`config.mk`:
```
export PLATFORM = sky130hd
export DESIGN_NAME = bgc_ram
export DESIGN_NICKNAME = d
export VERILOG_FILES = /design/src/hdl/assert_macros.svh /design/src/hdl/bgc_pkg.sv /design/src/hdl/bgc_ram.sv
export SDC_FILE = /design/constraint.sdc
export NUM_CORES = 1
export LEC_CHECK = 0
export ABC_AREA = 1
export BUFFER_PORTS_ARGS = -buffer_cell sky130_fd_sc_hd__buf_4
export CORE_MARGIN = 3
export CORE_UTILIZATION = 40
export CTS_BUF_LIST = sky130_fd_sc_hd__clkbuf_2
export CTS_CLUSTER_DIAMETER = 200
export DETAILED_ROUTE_END_ITERATION = 8
export PLACE_DENSITY_LB_ADDON = 0.25
export REMOVE_ABC_BUFFERS = 1
export SETUP_SLACK_MARGIN = 0.05
export SLEW_MARGIN = 20
export SYNTH_ARGS = -nofsm -noshare
export SYNTH_HDL_FRONTEND = slang
export SYNTH_SLANG_ARGS = --single-unit
```
`constraint.sdc`:
```
create_clock -name clock -period 3.5 [get_ports clock]
set_input_delay 0.525 -clock clock [delete_from_list [all_inputs] [get_ports clock]]
set_output_delay 0.525 -clock clock [all_outputs]
set_load 0.01 [all_outputs]
```
`src/hdl/assert_macros.svh`:
```
// assertion macros used by the rtl file bipartite_graph_check.sv
// assumes signals named clock and reset in the module that uses them
`ifndef ASSERT_MACROS_SVH
`define ASSERT_MACROS_SVH
`ifndef SYNTHESIS
`define BGC_CHECK(label, cond) \
   label: assert property (@(posedge clock) disable iff (reset) (cond)) \
      else $error("check failed");
`define BGC_IMPLY(label, ante, cons) \
   label: assert property (@(posedge clock) disable iff (reset) (ante) |-> (cons)) \
      else $error("implication failed");
`else
`define BGC_CHECK(label, cond)
`define BGC_IMPLY(label, ante, cons)
`endif
`endif

```
`src/hdl/bgc_pkg.sv`:
```
// shared types and constants of the bipartite check
// no dependencies
package bgc_pkg;
   typedef logic [1:0] color_type;
   localparam color_type COLOR_NONE = 2'd0;
   localparam color_type COLOR_ONE  = 2'd1;
   localparam color_type COLOR_TWO  = 2'd2;
endpackage

```
`src/hdl/bgc_ram.sv`:
```
// generic simple dual port ram, one write port, one registered read port
// depends on bgc_pkg
module bgc_ram
   import bgc_pkg::*;
#(
   parameter int WIDTH = 8,
   parameter int DEPTH = 16,
   localparam int AW = (DEPTH > 1) ? $clog2(DEPTH) : 1
) (
   input  logic             clock,
   input  logic             wr_en,
   input  logic [AW-1:0]    wr_addr,
   input  logic [WIDTH-1:0] wr_data,
   input  logic [AW-1:0]    rd_addr,
   output logic [WIDTH-1:0] rd_data
);
   logic [WIDTH-1:0] mem [DEPTH];

   always_ff @(posedge clock) begin
      if (wr_en) begin
         mem[wr_addr] <= wr_data;
      end
      rd_data <= mem[rd_addr];
   end
endmodule

```
Word-level counts from Yosys, hierarchy flattened

Memories as Yosys holds them, arrays and structs flattened. A register that Yosys moved wholly into a read port is not among the register bits.
Index checks and enable logic that the tools add are counted.

Multiplexer cells: 2

Operators with widths:

| operator          | count |
|---|---|
| two-way mux 1 bit | 2 |

Flip-flop bits (word level): 0
RAM bits: 128
Bits of input ports: 18
Output and inout bits: 8
Word-level logic and storage cells: 3
Memories kept: 1

Memories:

| memory | words | bits a word | read ports | clocked after memory_dff | write ports | RTL line      | text |
|---|---|---|---|---|---|---|---|
| mem    | 16    | 8           | 1          | 1                        | 1           | bgc_ram.sv:17 | `logic [WIDTH-1:0] mem [DEPTH];` |

Longest topological paths before layout

Gate-level depths: netlist of run 1.

Depth in word-level cells: 2
Gate-level depth with buffers: 8
Depth with buffers taken out: 7

Worst setup path before layout of run 1

Ideal clock, no wire load.

Kind: input-to-reg
Start: input wr_addr[2]
End: memory mem[10][0] (enable)
Library setup time: 0.370 ns
Arrival: 1.106 ns
Required time: 3.130 ns
Setup slack: 2.024 ns
Stages on the path: 2
Path buffers: 0
Cell sequence: nand3b_1 nor2_1

RTL lines:

| item            | RTL line      | text |
|---|---|---|
| start, declared | bgc_ram.sv:12 | `input logic [AW-1:0] wr_addr,` |
| end, declared   | bgc_ram.sv:17 |  |

Straight into the memory's write port.

Worst setup path in the final report of run 1

Start: register rd_data[5], read port of mem
End: output rd_data[5]

RTL lines:

| item            | RTL line      | text |
|---|---|---|
| start, declared | bgc_ram.sv:15 | `output logic [WIDTH-1:0] rd_data` |

No word-level cell between the ends.

==> impl_metrics.env, run 1 <==
export IMPL_critical_path_startpoint_type="flop"
export IMPL_post_route_drc_count=0
export IMPL_clock_tree_root_cell="sky130_fd_sc_hd__clkbuf_2"
export IMPL_antenna_found_initial=0
export IMPL_achievable_frequency_mhz=596.4
export IMPL_worst_slew_pin_transition_ps=939.6
export IMPL_via_density_per_instance=4.755
export IMPL_routed_via_count=3642
export IMPL_drt_first_pass_iters=5
export IMPL_grt_first_pass_wirelength_um=19060
export IMPL_layout_drive_gt1_share=0.09556
export IMPL_final_tns_setup_ps=0
export IMPL_sw_frac_of_total=0.2393
export IMPL_cap_violations=0
export IMPL_postSynthRegisterBits=136
export IMPL_chip_height_um=126.1
export IMPL_synth_simple_gate_area_share=0.2105
export IMPL_final_nets=591
export IMPL_clk_latency_ps=680
export IMPL_io_pin_count=26
export IMPL_cts_reportedPaths_clkPinSlew_ps=180
export IMPL_worst_hold_path_type="input port to flop"
export IMPL_timing_critical_path_buf_inv=1
export IMPL_critical_path_cell_chain="buf_4"
export IMPL_post_cts_resized=0
export IMPL_status="complete, no violations"
export IMPL_gp_congestion=0.7858
export IMPL_core_region_area_mm2=0.01399
export IMPL_timing_rr_start="mem[4][0]"
export IMPL_hold_slack_ps=150.8
export IMPL_p_clk_frac=0.293
export IMPL_syn_avg_cell_area_um2=10.47
export IMPL_worstSetupStartpoint="rd_data[5]"
export IMPL_cp_data_required_time_ps=2970
export IMPL_htreeDepth=4
export IMPL_postRouteAntennaNets=0
export IMPL_netlist_area_mm2=0.005767
export IMPL_net_switching_power_mw=0.6927
export IMPL_grt_start_max_net_pins=65
export IMPL_main_combinational_cell_family_by_area_after_synthesis="simple AND/OR/NAND/NOR gates"
export IMPL_drt_iter0_drc=293
export IMPL_die_area_mm2=0.01589
export IMPL_reported_leakage_power_nw=2.680
export IMPL_setup_violations_final=0
export IMPL_ys_warnings_count=0
export IMPL_ir_worst_vdd_mv=0.1789
export IMPL_drt_total_wl_um=12080
export IMPL_timing_worst_setup_path_type="flop to output port"
export IMPL_area_growth_pct=8.136
export IMPL_cts_hold_buf=0
export IMPL_synth_xor_area_share=0
export IMPL_synth_mux_area_fraction=0
export IMPL_portBuffers=25
export IMPL_cts_path_max_buffers=2
export IMPL_post_cts_setup_buffer_count=0
export IMPL_post_drt_wl_per_cell_um=15.77
export IMPL_power_frac_seq=0.631
export IMPL_grt_overflow=0
export IMPL_critical_path_s_top_delay_family="flip-flops"
export IMPL_cts_tree="built"
export IMPL_min_period_over_period=0.4791
export IMPL_final_min_clock_period_ps=1677
export IMPL_cp_slowest_stage_delay_ps=340
export IMPL_cts_sink_count=136
export IMPL_antenna_diode_count=0
export IMPL_postSynthCellCount=551
export IMPL_combPwrFrac=0.076
export IMPL_placementRows=43
export IMPL_cp_slowest_cell="sky130_fd_sc_hd__dfxtp_1"
export IMPL_critical_path_arrival_ps=1150
export IMPL_worstPathMaxFanout=1
export IMPL_end_kind="output port"
export IMPL_die_width_um=126.1
export IMPL_timing_final_max_slew_violations=0
export IMPL_p_int_mw=2.201
export IMPL_dp_hpwl_um=7263
export IMPL_synth_fa_ha_area_frac=0
export IMPL_worst_slew_margin_rel=0.3736
export IMPL_rsz0062_at_grt="no"
export IMPL_groute_usage_overall=0.1594
export IMPL_power_per_cell_area_mw_per_mm2=464.1
export IMPL_fin_worst_skew_ps=18.71
export IMPL_floorplan_initialDensity=0.4123
export IMPL_number_of_distinct_standard_cells_referenced_by_the_synthesized_netlist=12
export IMPL_first_global_vias=3576
export IMPL_hp_start="wr_data[5]"
export IMPL_final_hold_viol_count=0
export IMPL_numCtsBuffers=17
export IMPL_synth_compound_area_frac=0
export IMPL_synth_sequential_area_ratio=0.6943
[metrics by stage]
step | util | total power [mW] | cell area (um2) | setup slack (ps) | cells
final | 0.4458 | 2.894 | 6236 | 1823 | 766
after global routing | 0.4458 | 3.022 | 6236 | 1700 | 766
after CTS | 0.4457 | 2.924 | 6235 | 1710 | 766
after detailed placement | 0.4309 | 2.085 | 6028 | 1335 | 734
after global placement | 0.4309 | 2.082 | 6028 | 1363 | 734
after floorplan | - | 1.967 | 5600 | 1995 | 527
[kinds of logic after synthesis]
family	Yosys count
and+or+nand+nor	289
DFF	136
buffers and inverters	126
[synth_stat cells (all sizes together)]
library cell / count / share of area
buf: 24 / 0.029
dfxtp: 8 / 0.028
edfxtp: 128 / 0.67
inv: 102 / 0.066
nand2: 173 / 0.11
nand3: 97 / 0.084
nand3b: 2 / 0.0026
nor2: 17 / 0.011
[final cells by class]
| class | instances | area, um2 |
|---|---|---|
| Sequential cell | 136 | 4004 |
| Multi-Input combinational cell | 289 | 1214 |
| Clock buffer | 19 | 95.09 |
| Fill cell | 1357 | 7752 |
| Clock inverter | 13 | 111.4 |
| Tap cell | 180 | 225.2 |
| Timing Repair Buffer | 27 | 202.7 |
| Inverter | 102 | 384.1 |
[placed cells by master, fill, tap and decap left out]
cell	count
sky130_fd_sc_hd__edfxtp_1	128
sky130_fd_sc_hd__nand2_1	173
sky130_fd_sc_hd__clkinv_2	6
sky130_fd_sc_hd__dfxtp_1	8
sky130_fd_sc_hd__bufinv_16	2
sky130_fd_sc_hd__nand3b_1	2
sky130_fd_sc_hd__clkinv_1	5
sky130_fd_sc_hd__buf_4	27
sky130_fd_sc_hd__clkinvlp_4	1
sky130_fd_sc_hd__nand3_1	97
sky130_fd_sc_hd__inv_2	1
sky130_fd_sc_hd__inv_1	100
sky130_fd_sc_hd__nor2_1	17
sky130_fd_sc_hd__clkbuf_2	19
[routing by layer]
layer,part of all wire,up-vias,global-route usage,routed length (um)
met3,0.052,21,0.04411,633
li1,-,1816,-,-
met2,0.47,95,0.2488,5701
met5,0,-,0,0
met1,0.46,1710,0.2115,5504
met4,0.020,0,0.06498,242
[power by group through the flow]
stage	Clock (mW)	Sequential (mW)	Combinational, mW
final	0.848	1.83	0.219
after detailed placement	0	1.86	0.220
after CTS	0.875	1.83	0.221
after global routing	0.944	1.83	0.247
after global placement	0	1.86	0.218
after floorplan	0	1.87	0.0983
[path summary, 6_finish.rpt]
| check | to | slack (ps) | depth (start not counted) |
|---|---|---|---|
| worst max-delay path | rd_data[5] | 1820 | 1 |
| worst max register to register | rd_data[0] | 2470 | 6 |
| worst min-delay path | mem[14][5] | 150 | 1 |
| worst min register to register | rd_data[4] | 690 | 6 |
[flip-flops by register name, indices dropped and copies added, names as in the netlist]
signal / cells
rd_data: 8
mem: 128
No activity file was read; power rests on OpenSTA's default activity.
==> run 2: changes to the inputs <==
==> constraint.sdc (replaced) <==
create_clock -name clock -period 1.4 [get_ports clock]
set_input_delay 0.21 -clock clock [delete_from_list [all_inputs] [get_ports clock]]
set_output_delay 0.21 -clock clock [all_outputs]
set_load 0.01 [all_outputs]
==> run 2 against run 1 <==
Combinational power rose to 2.9 times the previous value; non-clock buffer count grew 34; clock power rose to 2.7 times the previous value; first-iteration DRC count up 48%; final cell count increased by 4.4%; critical path depth is the same; global-route usage grew 0.57 points; via count increased by 5.2%; clock skew up 14 ps; die area did not move; sequential power grew to 2.5 times the previous value; design area is 6.7% higher; critical path type unchanged; critical endpoint is now rd_data[4].
==> impl_metrics.env, run 2 (synthesis results as in run 1) <==
export IMPL_layout_drive_gt1_share=0.1435
export IMPL_grt_start_max_net_pins=65
export IMPL_post_route_drc_count=0
export IMPL_final_tns_setup_ps=0
export IMPL_floorplan_initialDensity=0.4123
export IMPL_cp_slowest_stage_delay_ps=390
export IMPL_placementRows=43
export IMPL_dp_hpwl_um=8006
export IMPL_worstSetupStartpoint="rd_data[4]"
export IMPL_cap_violations=0
export IMPL_critical_path_cell_chain="buf_6"
export IMPL_status="complete, no violations"
export IMPL_numCtsBuffers=17
export IMPL_achievable_frequency_mhz=723.6
export IMPL_antenna_diode_count=0
export IMPL_largestRegisters="mem x128, rd_data x8"
export IMPL_cts_path_max_buffers=2
export IMPL_cp_data_required_time_ps=1190
export IMPL_rsz0062_at_grt="yes"
export IMPL_fin_worst_skew_ps=32.65
export IMPL_worst_slew_pin_transition_ps=452.3
export IMPL_r2r_cells=6
export IMPL_utilization=0.4759
export IMPL_portBuffers=25
export IMPL_topRoutingLayerUsed="met4"
export IMPL_cts_sink_count=136
export IMPL_die_area_mm2=0.01589
export IMPL_post_cts_setup_buffer_count=0
export IMPL_groute_usage_overall=0.1650
export IMPL_num_fill_cells=1316
export IMPL_final_hold_viol_count=0
export IMPL_first_global_vias=3657
export IMPL_met3RoutedLength_um=749
export IMPL_setup_reg_to_reg_worst_slack_ps=420
export IMPL_layout_commonest_cell="sky130_fd_sc_hd__nand2_1"
export IMPL_layout_cells_most_common_list="sky130_fd_sc_hd__nand2_1 (173), sky130_fd_sc_hd__edfxtp_1 (128), sky130_fd_sc_hd__inv_1 (100)"
export IMPL_largest_register_ff_count=128
export IMPL_via_density_per_instance=4.789
export IMPL_worst_hold_path_type="input port to flop"
export IMPL_worstPathMaxFanout=1
export IMPL_antenna_found_initial=0
export IMPL_reported_leakage_power_nw=2.899
export IMPL_critical_path_s_top_delay_family="flip-flops"
export IMPL_postRouteAntennaNets=0
export IMPL_regMostFlops="mem"
export IMPL_min_period_over_period=0.9871
export IMPL_final_min_clock_period_ps=1382
export IMPL_timing_final_max_slew_violations=0
export IMPL_gp_congestion=0.8169
export IMPL_timing_critical_path_buf_inv=1
export IMPL_setup_violations_final=0
export IMPL_met1_length_um=5395
export IMPL_post_drt_wl_per_cell_um=15.45
export IMPL_grt_overflow=0
export IMPL_clock_tree_root_cell="sky130_fd_sc_hd__clkbuf_2"
export IMPL_io_pin_count=26
export IMPL_grt_first_pass_wirelength_um=19980
export IMPL_cts_tree="built"
export IMPL_min_path_cells=6
export IMPL_timing_rr_start="mem[13][0]"
export IMPL_power_per_cell_area_mw_per_mm2=1134
export IMPL_die_width_um=126.1
export IMPL_cts_reportedPaths_clkPinSlew_ps=200
export IMPL_clk_latency_ps=690
export IMPL_chip_height_um=126.1
export IMPL_routed_via_count=3831
export IMPL_critical_path_arrival_ps=1170
export IMPL_drt_first_pass_iters=6
export IMPL_drt_total_wl_um=12360
export IMPL_cp_slowest_cell="sky130_fd_sc_hd__dfxtp_2"
export IMPL_rr_endpoint="rd_data[0]"
export IMPL_layout_area_seq_mm2=0.004014
export IMPL_drt_iter0_drc=435
export IMPL_route_met2_wl_um=6041
export IMPL_multi_input_area_mm2=0.001214
export IMPL_min_to="rd_data[1]"
export IMPL_hp_start="rd_addr[2]"
export IMPL_worst_slew_margin_rel=0.6985
export IMPL_ir_worst_vdd_mv=0.4745
export IMPL_end_kind="output port"
export IMPL_htreeDepth=4
export IMPL_timing_worst_setup_path_type="flop to output port"
export IMPL_final_nets=625
export IMPL_critical_path_startpoint_type="flop"
export IMPL_area_growth_pct=15.43
export IMPL_core_region_area_mm2=0.01399
[run 2: changes by cell type in the layout (fill, tap and decap cells not counted), moves of 6 or more]
cell,change
sky130_fd_sc_hd__buf_12,+6
sky130_fd_sc_hd__buf_4,+10
sky130_fd_sc_hd__buf_6,+8
sky130_fd_sc_hd__dfxtp_1,-8
sky130_fd_sc_hd__dfxtp_2,+8
sky130_fd_sc_hd__dlygate4sd3_1,+10
[run 2: report_power, final]
| part | total [mW] | switching [mW] | internal, mW | leakage, nW |
|---|---|---|---|---|
| Combinational | 0.641 | 0.391 | 0.250 | 1.53 |
| Sequential | 4.58 | 0.0339 | 4.55 | 1.22 |
| Clock | 2.33 | 1.34 | 0.981 | 0.148 |
[run 2: routing by layer]
metal	global-route usage	up-vias
li1	-	1886
met3	0.04071	14
met5	0	-
met1	0.2231	1816
met2	0.2635	115
met4	0.05363	0
[run 2: how the worst max path moves through the flow]
| stage | depth (start not counted) | slack (ps) | endpoint |
|---|---|---|---|
| after floorplan | 6 | 210 | rd_data[2] |
| after global placement | 5 | 100 | mem[1][6] |
| after detailed placement | 5 | 120 | mem[1][3] |
| after CTS | 1 | -30 | rd_data[0] |
| after global routing | 1 | -70 | rd_data[1] |
| final | 1 | 20 | rd_data[4] |
[run 2: metrics by stage]
| step | hold slack, ps | worst slack [ps] | area, um2 | cells | power (mW) |
|---|---|---|---|---|---|
| after global routing | 36.21 | -65.34 | 6656 | 800 | 7.875 |
| final | 84.30 | 18.09 | 6656 | 800 | 7.549 |
| after detailed placement | 561.2 | 115.6 | 6284 | 758 | 5.273 |
| after global placement | 546.0 | 96.93 | 6284 | 758 | 5.264 |
| after floorplan | 308.9 | 209.5 | 5600 | 527 | 4.917 |
| after CTS | 26.12 | -31.02 | 6656 | 800 | 7.615 |
[run 2: repair_timing]
action | in CTS | in global routing
gates resized for setup | 16 | 0
hold endpoints to repair | 136 | 0
hold buffers | 10 | 0
endpoints found under the setup margin | 8 | 8
pin swaps | 0 | 0
[run 2: layout make-up]
class                           instances  share of cell area
Timing Repair Buffer                   61             0.08835
Tap cell                              180             0.03383
Clock inverter                         12             0.01992
Sequential cell                       136              0.6030
Clock buffer                           20             0.01504
Inverter                              102             0.05752
Multi-Input combinational cell        289              0.1823
